==> config.mk <==
export PLATFORM = sky130hd
export DESIGN_NAME = alpha_mask_run_encoder_top
export DESIGN_NICKNAME = d
export VERILOG_FILES = /design/src/rtl/amre_pkg.sv /design/src/rtl/alpha_mask_run_encoder_top.sv
export SDC_FILE = /design/constraint.sdc
export NUM_CORES = 1
export LEC_CHECK = 0
export BUFFER_PORTS_ARGS = -buffer_cell sky130_fd_sc_hd__buf_2
export CAP_MARGIN = 0
export CORE_MARGIN = 5
export CORE_UTILIZATION = 41
export CTS_CLUSTER_SIZE = 16
export DETAILED_ROUTE_END_ITERATION = 16
export GPL_ROUTABILITY_DRIVEN = 0
export PLACE_DENSITY = 0.62
export SLEW_MARGIN = 20
export SYNTH_ARGS = -nofsm -noshare
export SYNTH_HDL_FRONTEND = slang
export SYNTH_SLANG_ARGS = --single-unit
==> constraint.sdc <==
create_clock -name clk_i -period 7.62 [get_ports clk_i]
set_clock_uncertainty 0.05 [all_clocks]
set_input_delay 1.143 -clock clk_i [delete_from_list [all_inputs] [get_ports clk_i]]
set_output_delay 1.143 -clock clk_i [all_outputs]
set_load 0.005 [all_outputs]
==> src/rtl/amre_pkg.sv <==
// Package: shared types, constants and helper functions for the alpha mask run encoder.
`default_nettype none

package amre_pkg;

  // Coverage level codes of a quantized alpha byte.
  typedef enum logic [1:0] {
    LVL_NONE = 2'd0,
    LVL_LOW  = 2'd1,
    LVL_HIGH = 2'd2,
    LVL_FULL = 2'd3
  } level_e;

  // Quantizer thresholds.
  localparam logic [7:0] THR_LOW  = 8'd24;
  localparam logic [7:0] THR_HIGH = 8'd112;
  localparam logic [7:0] THR_FULL = 8'd208;

  // Coverage of each level.
  localparam logic [7:0] COV_LOW  = 8'd80;
  localparam logic [7:0] COV_HIGH = 8'd176;
  localparam logic [7:0] COV_FULL = 8'd255;

  // Rounding offset of the divide by 255.
  localparam logic [7:0] DIV_ROUND = 8'd127;

  // Output field widths.
  localparam int unsigned ROW_W   = 4;
  localparam int unsigned START_W = 4;
  localparam int unsigned LEN_W   = 5;
  localparam int unsigned COLOR_W = 32;

  // Result queue depth (in pixels, each holding up to two runs).
  localparam int unsigned QDEPTH = 2;

  typedef struct packed {
    logic [ROW_W-1:0]   row;
    logic [START_W-1:0] start;
    logic [LEN_W-1:0]   len;
    logic [COLOR_W-1:0] color;
  } run_t;

  // One queue entry: the runs closed by one pixel.
  typedef struct packed {
    run_t run1;
    run_t run0;
    logic two;
  } entry_t;

  function automatic level_e quantize(input logic [7:0] a);
    level_e l;
    if (a < THR_LOW) begin
      l = LVL_NONE;
    end else if (a < THR_HIGH) begin
      l = LVL_LOW;
    end else if (a < THR_FULL) begin
      l = LVL_HIGH;
    end else begin
      l = LVL_FULL;
    end
    return l;
  endfunction

  function automatic logic [7:0] level_coverage(input level_e l);
    logic [7:0] c;
    case (l)
      LVL_LOW:  c = COV_LOW;
      LVL_HIGH: c = COV_HIGH;
      LVL_FULL: c = COV_FULL;
      default:  c = 8'd0;
    endcase
    return c;
  endfunction

  // round(a * coverage / 255); divide by 255 as (x + (x >> 8) + 1) >> 8,
  // exact for x below 65280, where the 16-bit sum does not wrap.
  function automatic logic [7:0] scale_alpha(input logic [7:0] a, input level_e l);
    logic [15:0] x;
    logic [15:0] q;
    x = 16'(a) * 16'(level_coverage(l)) + 16'(DIV_ROUND);
    q = 16'(x + (x >> 8) + 16'd1) >> 8;
    return q[7:0];
  endfunction

endpackage

`default_nettype wire

==> src/rtl/alpha_mask_run_encoder_top.sv <==
// Top level: quantized run-length encoder for square alpha masks.
// Throughput: one pixel per cycle. Only a row's last column closes two runs and the next
// pixel closes none, so the one-run-per-cycle output keeps up while out_ready_i is high.
// A two-entry pixel queue parts input from output; input stalls only while both entries wait.
// Reset: position, open run and queue clear; draw color goes to all ones.
`default_nettype none

module alpha_mask_run_encoder_top #(
  parameter int unsigned MASK_SIZE = 16
) (
  input  wire logic        clk_i,
  input  wire logic        rst_ni,
  // configuration write channel
  input  wire logic        cfg_valid_i,
  output logic             cfg_ready_o,
  input  wire logic [31:0] cfg_draw_color_i,
  // pixel input channel
  input  wire logic        in_valid_i,
  output logic             in_ready_o,
  input  wire logic [7:0]  mask_alpha_i,
  // run output channel
  output logic             out_valid_o,
  input  wire logic        out_ready_i,
  output logic [3:0]       run_row_o,
  output logic [3:0]       run_start_o,
  output logic [4:0]       run_length_o,
  output logic [31:0]      run_color_o,
  output logic             last_of_item_o
);

  localparam int unsigned CW = $clog2(MASK_SIZE);
  localparam int unsigned LW = $clog2(MASK_SIZE + 1);
  localparam int unsigned PW = $clog2(amre_pkg::QDEPTH);
  localparam int unsigned NW = $clog2(amre_pkg::QDEPTH + 1);

  localparam logic [CW-1:0] LAST_POS = CW'(MASK_SIZE - 1);
  localparam logic [LW-1:0] SIZE_LEN = LW'(MASK_SIZE);

  // Configuration register; the user must send writes only while idle, as the block does not enforce it.
  logic [31:0] draw_color_q;

  // Scan position and open run.
  logic [CW-1:0]        row_q, row_d;
  logic [CW-1:0]        col_q, col_d;
  logic [CW-1:0]        begin_q, begin_d;
  amre_pkg::level_e     level_q, level_d;

  // Pixel queue.
  amre_pkg::entry_t     queue_q [amre_pkg::QDEPTH];
  logic [PW-1:0]        wptr_q, rptr_q;
  logic [NW-1:0]        count_q;
  logic                 sub_q;

  logic                 in_fire, push, pop, out_fire;
  amre_pkg::level_e     lvl;
  logic                 emit0, emit1, row_end;
  logic [LW-1:0]        len0, len1;
  amre_pkg::run_t       run0, run1;
  amre_pkg::entry_t     new_entry, head;

  assign cfg_ready_o = 1'b1;

  always_ff @(posedge clk_i or negedge rst_ni) begin
    if (!rst_ni) begin
      draw_color_q <= 32'hffff_ffff;
    end else if (cfg_valid_i) begin
      draw_color_q <= cfg_draw_color_i;
    end
  end

  // Accept a pixel whenever a queue slot is free.
  assign in_ready_o = (count_q != NW'(amre_pkg::QDEPTH));
  assign in_fire    = in_valid_i & in_ready_o;

  // Close runs and advance the scan position for the incoming pixel.
  always_comb begin
    lvl     = amre_pkg::quantize(mask_alpha_i);
    row_end = (col_q == LAST_POS);

    // A level change mid-row closes the open run first.
    emit0 = (col_q != '0) && (lvl != level_q) && (level_q != amre_pkg::LVL_NONE);
    len0  = LW'({1'b0, col_q}) - LW'({1'b0, begin_q});
    run0.row   = amre_pkg::ROW_W'(row_q);
    run0.start = amre_pkg::START_W'(begin_q);
    run0.len   = amre_pkg::LEN_W'(len0);
    run0.color = {amre_pkg::scale_alpha(draw_color_q[31:24], level_q), draw_color_q[23:0]};

    // Open a new run at row start or on a level change.
    begin_d = begin_q;
    level_d = level_q;
    if (col_q == '0) begin
      begin_d = '0;
      level_d = lvl;
    end else if (lvl != level_q) begin
      begin_d = col_q;
      level_d = lvl;
    end

    // The last column closes whatever run is open, this pixel included.
    emit1 = row_end && (level_d != amre_pkg::LVL_NONE);
    len1  = SIZE_LEN - LW'({1'b0, begin_d});
    run1.row   = amre_pkg::ROW_W'(row_q);
    run1.start = amre_pkg::START_W'(begin_d);
    run1.len   = amre_pkg::LEN_W'(len1);
    run1.color = {amre_pkg::scale_alpha(draw_color_q[31:24], level_d), draw_color_q[23:0]};

    row_d = row_q;
    col_d = col_q + CW'(1);
    if (row_end) begin
      col_d   = '0;
      begin_d = '0;
      row_d   = (row_q == LAST_POS) ? '0 : row_q + CW'(1);
    end

    // Pack the runs so the first one always sits in slot zero.
    new_entry.two  = emit0 & emit1;
    new_entry.run0 = emit0 ? run0 : run1;
    new_entry.run1 = run1;
  end

  assign push = in_fire & (emit0 | emit1);

  always_ff @(posedge clk_i or negedge rst_ni) begin
    if (!rst_ni) begin
      row_q   <= '0;
      col_q   <= '0;
      begin_q <= '0;
      level_q <= amre_pkg::LVL_NONE;
    end else if (in_fire) begin
      row_q   <= row_d;
      col_q   <= col_d;
      begin_q <= begin_d;
      level_q <= level_d;
    end
  end

  always_ff @(posedge clk_i) begin
    if (push) begin
      queue_q[wptr_q] <= new_entry;
    end
  end

  // Drive the head run; drop the entry after its last run is taken.
  assign head           = queue_q[rptr_q];
  assign out_valid_o    = (count_q != '0);
  assign last_of_item_o = ~head.two | sub_q;
  assign out_fire       = out_valid_o & out_ready_i;
  assign pop            = out_fire & last_of_item_o;

  always_comb begin
    if (sub_q) begin
      run_row_o    = head.run1.row;
      run_start_o  = head.run1.start;
      run_length_o = head.run1.len;
      run_color_o  = head.run1.color;
    end else begin
      run_row_o    = head.run0.row;
      run_start_o  = head.run0.start;
      run_length_o = head.run0.len;
      run_color_o  = head.run0.color;
    end
  end

  always_ff @(posedge clk_i or negedge rst_ni) begin
    if (!rst_ni) begin
      wptr_q  <= '0;
      rptr_q  <= '0;
      count_q <= '0;
      sub_q   <= 1'b0;
    end else begin
      if (push) begin
        wptr_q <= wptr_q + PW'(1);
      end
      if (pop) begin
        rptr_q <= rptr_q + PW'(1);
      end
      if (push && !pop) begin
        count_q <= count_q + NW'(1);
      end else if (pop && !push) begin
        count_q <= count_q - NW'(1);
      end
      if (out_fire) begin
        sub_q <= ~last_of_item_o;
      end
    end
  end

endmodule

`default_nettype wire

==> results.cfg, run 1 <==
[run_status]
outcome = finished clean

[drt]
routedWlPerCell_um = 16.17
totalWireLength_um = 23450
detail_route.iter0.violations = 365
vias = 7134
final_antenna_net_count = 0
avgViaCountPerCell = 4.920
dr.pass1.iters = 4
drc_errors = 0

[yosys]
ys_top_cells_by_area = edfxtp_1 (32%), fa_1 (14%), ha_1 (9.2%)
async_reset_ff_share_pct = 29.14
yosysMostFrequentCell = edfxtp_1
ys_warn_count = 0
synth_top_family_by_area = adder cells
synth_seq_cells = 175
muxShareOfSynthArea_pct = 10.45
synth-main-ff-cell = edfxtp_1
syn_inst = 917
netlist_area_um2 = 11780
synth_simple_gate_area_share_pct = 8.116
synthAdderAreaFrac_pct = 23.01
synthXorXnorAreaFrac_pct = 4.058
netlist-cell-type-count = 75
synth_nets = 1130
synth_edf_count = 124
post-synth-top-area-cell = edfxtp_1
synth_area_per_cell_um2 = 12.84
seq_area_frac_synth_pct = 42.79
synth_top_area_share_pct = 31.62
synthTopCellsByCount = edfxtp_1 (124), inv_1 (112), ha_1 (87), fa_1 (81), mux2_2 (70)
synth_compound_area_share_pct = 6.916

[floorplan]
die_area_um2 = 32210
rows = 62
die_height_um = 179.5
pin_count = 94
core-area_um2 = 28550
fp.dieW_um = 179.5
initial_core_util_pct = 41.26

[setup_path]
startpoint_type = register
critPathBufInv = 2
required_ps = 7750
critPathArrivalTime_ps = 7390
end_kind = register
path_delay_family = adder cells
crit_fanout = 8
slowest_stage = fa_1
worst_path_largest_cell_delay_ps = 520
crit_type = reg2reg
cpMostUsedCell = fa_1

[global_route]
grt_pass1_wl_um = 39080
grt_pass1_vias = 7375
grt_max_degree = 52
grt_overflow_total = 0
antenna_found_initial = 0
track_usage_pct = 14.88

[sta]
period_needed_ps = 7265
fmax_ghz = 0.1376
hold_viol = 0
setup_ws_ps = 354.6
final_max_slew_viol_count = 0
worstMarginPinSlew_ps = 878.9
post-route-period-util_pct = 95.35
finalSetupViolations = 0
max_slew_margin_pct = 41.41
holdWs_ps = 434.5

[placement]
post-dp-hpwl_um = 17820
io_buffers = 89
preCtsSetupSlack_ps = -48.15

[final_layout]
drive_above_1_share_pct = 32.18
n_antenna_cell = 0
syn2layout_area_growth_pct = 15.88
final_nets = 1266
layout.core_utilization_pct = 47.81

[cts]
cts_sinks = 175
clk_latency_ps = 430
htree_levels = 4
cts_root_buf = clkbuf_16
numCtsBuffers = 17
cts_tree = built
cts.clk_slew.worst_paths_ps = 70
cts.path.max_buffers = 2
holdBufCountCts = 0

[worst_hold_path]
hold_path_class = reg2reg

[flow_run]
drv_cap = 0
## what timing repair did
item	CTS	global route
resized for setup	0	20
buffers inserted	0	1
setup endpoints to repair	0	12
## cells by family (layout without fill, tap and decap cells)
group | count (synthesis) | after routing
AND/OR/NAND/NOR | 178 | 178
multiplexers | 93 | 93
XOR/XNOR | 52 | 52
AO/OA/AOI/OAI | 112 | 112
buffers and inverters | 138 | 287
flip-flops | 175 | 175
other | 1 | 1
adder cells (fa/ha/maj) | 168 | 168
## worst paths after layout
path / start / end / slack [ps] / cells past startpoint
max in group asynchronous: rst_ni / level_q[0]$_DFFE_PN0P_ / 6200 / 2
setup reg to reg: level_q[1]$_DFFE_PN0P_ / queue_q[0][31]$_DFFE_PP_ / 350 / 28
hold reg to reg: count_q[1]$_DFFE_PN0P_ / count_q[1]$_DFFE_PN0P_ / 430 / 1
setup / recovery: level_q[1]$_DFFE_PN0P_ / queue_q[0][31]$_DFFE_PP_ / 350 / 28
hold / removal: count_q[1]$_DFFE_PN0P_ / count_q[1]$_DFFE_PN0P_ / 430 / 1
min in group asynchronous: rst_ni / col_q[1]$_DFFE_PN0P_ / 810 / 2
## registers in the layout (all words and copies together), names as in the netlist
register,flops
begin_q,4
col_q,4
count_q,2
draw_color_q,32
level_q,2
queue_q,124
row_q,4
rptr_q,1
sub_q,1
wptr_q,1
## worst register-to-register path, delay by kind of cell (launching register included)
kind                     cells  cell delay, ps
AO/OA/AOI/OAI                8            1520
XOR/XNOR                     2             230
adder cells (fa/ha/maj)      6            2550
buffers and inverters        2             100
flip-flops                   1             450
multiplexers                 2             470
AND/OR/NAND/NOR              8            1620
## per-stage QoR
stage | instance area (µm²) | std cells | TNS (ps)
after global placement | 12980 | 1417 | 0
after floorplan | 11780 | 917 | 0
after CTS | 13570 | 1449 | 0
after detailed placement | 12980 | 1417 | -246.6
after global routing | 13650 | 1450 | -32.80
final | 13650 | 1450 | 0
## cells in the final DEF, fill, tap and decap left out, types with 3 or more instances in the layout
master and n:
edfxtp_1 124, inv_1 112, buf_2 89, ha_1 86
fa_1 80, mux2_2 69, buf_4 53, nand2_1 47
xnor2_1 33, dfstp_2 32, and2_1 28, o21ai_0 26
nor2_1 22, a21oi_1 21, mux4_2 17, clkbuf_16 17
xor2_1 16, dfrtp_1 16, or2_2 11, nor3_1 10
and3_1 9, nand3_1 9, a21o_1 8, nor2b_1 7
nand4_1 7, a31oi_1 6, mux2i_1 6, and2_4 5
o21bai_1 5, a22o_1 5, o21a_1 4, a21oi_2 4
o21ai_1 4, and2_2 4, nand2b_1 3, inv_6 3
dfrtp_2 3
## area by class of cell
cell class / instances / area, µm²
fill: 2614 / 14900
tap: 384 / 480.5
clock inverter: 14 / 153.9
multi-input combinational: 604 / 6274
inverter: 113 / 424.2
timing repair buffer: 142 / 843.3
sequential: 175 / 5044
clock buffer: 18 / 429.2
## per-layer routing
metal / wire length [µm] / global-route usage (%)
met1: 11300 / 20.90
met5: 0 / 0
met4: 211 / 3.170
met3: 542 / 2.183
met2: 11390 / 24.80
Power of run 1 is left out: the tool's default activity adds up to more than one toggle a clock period on the data nets, which glitch-free logic cannot reach.
==> run 2, diff against run 1 <==
ABC_AREA = 1   (was default)
GPL_TIMING_DRIVEN = 0   (was default)
==> run 2 against run 1 <==
Cell count rose by 23%. Hold slack got worse by 9.3 ps. Via count rose by 21%. Non-clock buffer count fell by 23. Routed wire length rose by 12%. Register-to-register slack improved by 720 ps. Final area rose by 2.0%. Worst setup slack improved by 210 ps. Synthesized cell count rose by 39%.
==> results.cfg, run 2 <==
[drt]
routedWlPerCell_um = 14.73
dr.pass1.iters = 5
avgViaCountPerCell = 4.827
drc_errors = 0
final_antenna_net_count = 0
totalWireLength_um = 26360
detail_route.iter0.violations = 403
vias = 8636

[sta]
period_needed_ps = 7052
hold_viol = 0
worstMarginPinSlew_ps = 730.6
finalSetupViolations = 0
finalSetupTns_ps = 0
fmax_ghz = 0.1418
post-route-period-util_pct = 92.54
max_slew_margin_pct = 51.11
final_max_slew_viol_count = 0
rsz0062_at_grt = false

[setup_path]
critPathArrivalTime_ps = 7160
cpMostUsedCell = nand2_1
worst_path_largest_cell_delay_ps = 540
end_kind = register
required_ps = 7730
slowest_stage = fa_1
crit_fanout = 8
startpoint_type = input pin
crit_type = in2reg

[floorplan]
rows = 63
pin_count = 94
die_area_um2 = 33420
initial_core_util_pct = 41.42
die_height_um = 182.8
core-area_um2 = 29560
fp.dieW_um = 182.8

[cts]
cts_sinks = 175
cts_tree = built
cts.clk_slew.worst_paths_ps = 70
post_cts_buffers = 0
cts_root_buf = clkbuf_16
numCtsBuffers = 17
htree_levels = 4
clk_latency_ps = 430
cts.path.max_buffers = 2

[final_layout]
final_area_um2 = 13930
drive_above_1_share_pct = 17.73
top_register = queue_q
largest_reg_flops = 124
final_common_cell = nand2_1
layout_common_cells = nand2_1 (276), inv_1 (198), edfxtp_1 (124)
final_nets = 1599
n_antenna_cell = 0
reg.largest.list = queue_q x124, draw_color_q x32
syn2layout_area_growth_pct = 13.73

[yosys]
post-synth-top-area-cell = edfxtp_1
async_reset_ff_share_pct = 29.14
synth_edf_count = 124
synthTopCellsByCount = nand2_1 (276), inv_1 (198), edfxtp_1 (124), nor2_1 (105), ha_1 (87)
netlist_area_um2 = 12240
synth-main-ff-cell = edfxtp_1
netlist-cell-type-count = 52
synth_area_per_cell_um2 = 9.611
ys_top_cells_by_area = edfxtp_1 (30%), fa_1 (13%), ha_1 (8.9%)
synth_seq_cells = 175
synth_nets = 1487
ys_warn_count = 0
yosysMostFrequentCell = nand2_1
synth_top_area_share_pct = 30.41
seq_area_frac_synth_pct = 41.16
syn_inst = 1274

[run_status]
outcome = finished clean

[worst_hold_path]
hold_path_class = reg2reg

[placement]
io_buffers = 88
post-dp-hpwl_um = 20590
post_dp_cell_area_um2 = 13320

[flow_run]
drv_cap = 0

[global_route]
track_usage_pct = 16.31
grt_pass1_vias = 8730
grt_overflow_total = 0
grt_max_degree = 52
grt_pass1_wl_um = 43970
antenna_found_initial = 0
[run 2: changes by cell type after synthesis, sizes merged, moves of 30 or more]
| cell | before | now |
|---|---|---|
| inv | 113 | 204 |
| nand2 | 47 | 299 |
| nor2 | 22 | 114 |
| and2 | 37 | 7 |
| o21ai | 31 | 72 |
| mux2 | 70 | 24 |
| nand3 | 10 | 56 |
[run 2: kinds of logic (layout without fill, tap and decap cells)]
group           count (synthesis)  count (layout)  synth area share [%]
simple gates                  502             502                 18.19
buf+inv                       232             357                 7.214
flops                         175             175                 41.16
fa+ha+maj                     168             168                 22.13
compound gates                147             147                 6.785
xor+xnor                       25              25                 2.279
mux                            24              24                 2.207
other cells                     1               1               0.03063
[run 2: cell type report]
| type | instances | area [µm²] |
|---|---|---|
| flip-flops and latches | 175 | 5040 |
| fillers | 2767 | 15630 |
| inverters | 206 | 775.7 |
| clock inverters | 14 | 173.9 |
| clock buffers | 18 | 429.2 |
| repair buffers | 93 | 573.1 |
| multi-input cells | 867 | 6339 |
| well taps | 390 | 488.0 |
| plain buffers | 26 | 107.6 |
[run 2: layer usage]
layer,vias to the layer above,GRT usage (%),wire length [µm]
met5,-,0,0
met4,0,4.201,392
met3,29,2.241,910
met2,161,27.34,12680
met1,4079,22.56,12370
li1,4367,-,-
[run 2: worst paths after layout]
kind	start	endpoint	slack, ps	cells after the start
max reg2reg	draw_color_q[28]$_DFFE_PN1P_	queue_q[1][32]$_DFFE_PP_	1070	30
min reg2reg	count_q[0]$_DFFE_PN0P_	count_q[0]$_DFFE_PN0P_	430	1
max in group asynchronous	rst_ni	col_q[2]$_DFFE_PN0P_	6330	1
min in group asynchronous	rst_ni	rptr_q$_DFFE_PN0P_	730	1
max	mask_alpha_i[6]	queue_q[1][32]$_DFFE_PP_	570	33
min	count_q[0]$_DFFE_PN0P_	count_q[0]$_DFFE_PN0P_	430	1
[run 2: metrics by stage]
stage / hold slack [ps] / setup WS [ps] / util, % / cells
final: 425.2 / 568.2 / 47.11 / 1789
after detailed placement: 414.4 / 79.67 / 45.06 / 1757
after CTS: 427.9 / 520.7 / 47.10 / 1789
after global placement: 411.2 / 10.74 / 44.56 / 1752
after global routing: 461.2 / 12.95 / 47.11 / 1789
after floorplan: 395.8 / 984.3 / - / 1274
[run 2: timing repair]
action	4_1_cts	5_1_grt
hold buffers	0	0
resized for setup	0	1
setup endpoints to repair	0	4
hold endpoints to repair	0	0
[run 2: critical path, delay by kind of cell]
kind | cells | cell delay (ps)
AOI/OAI and AO/OA | 4 | 890
adders and majority gates | 6 | 2710
buffers and inverters | 7 | 630
and+or+nand+nor | 16 | 1760
Power of run 2 is left out for the same reason.
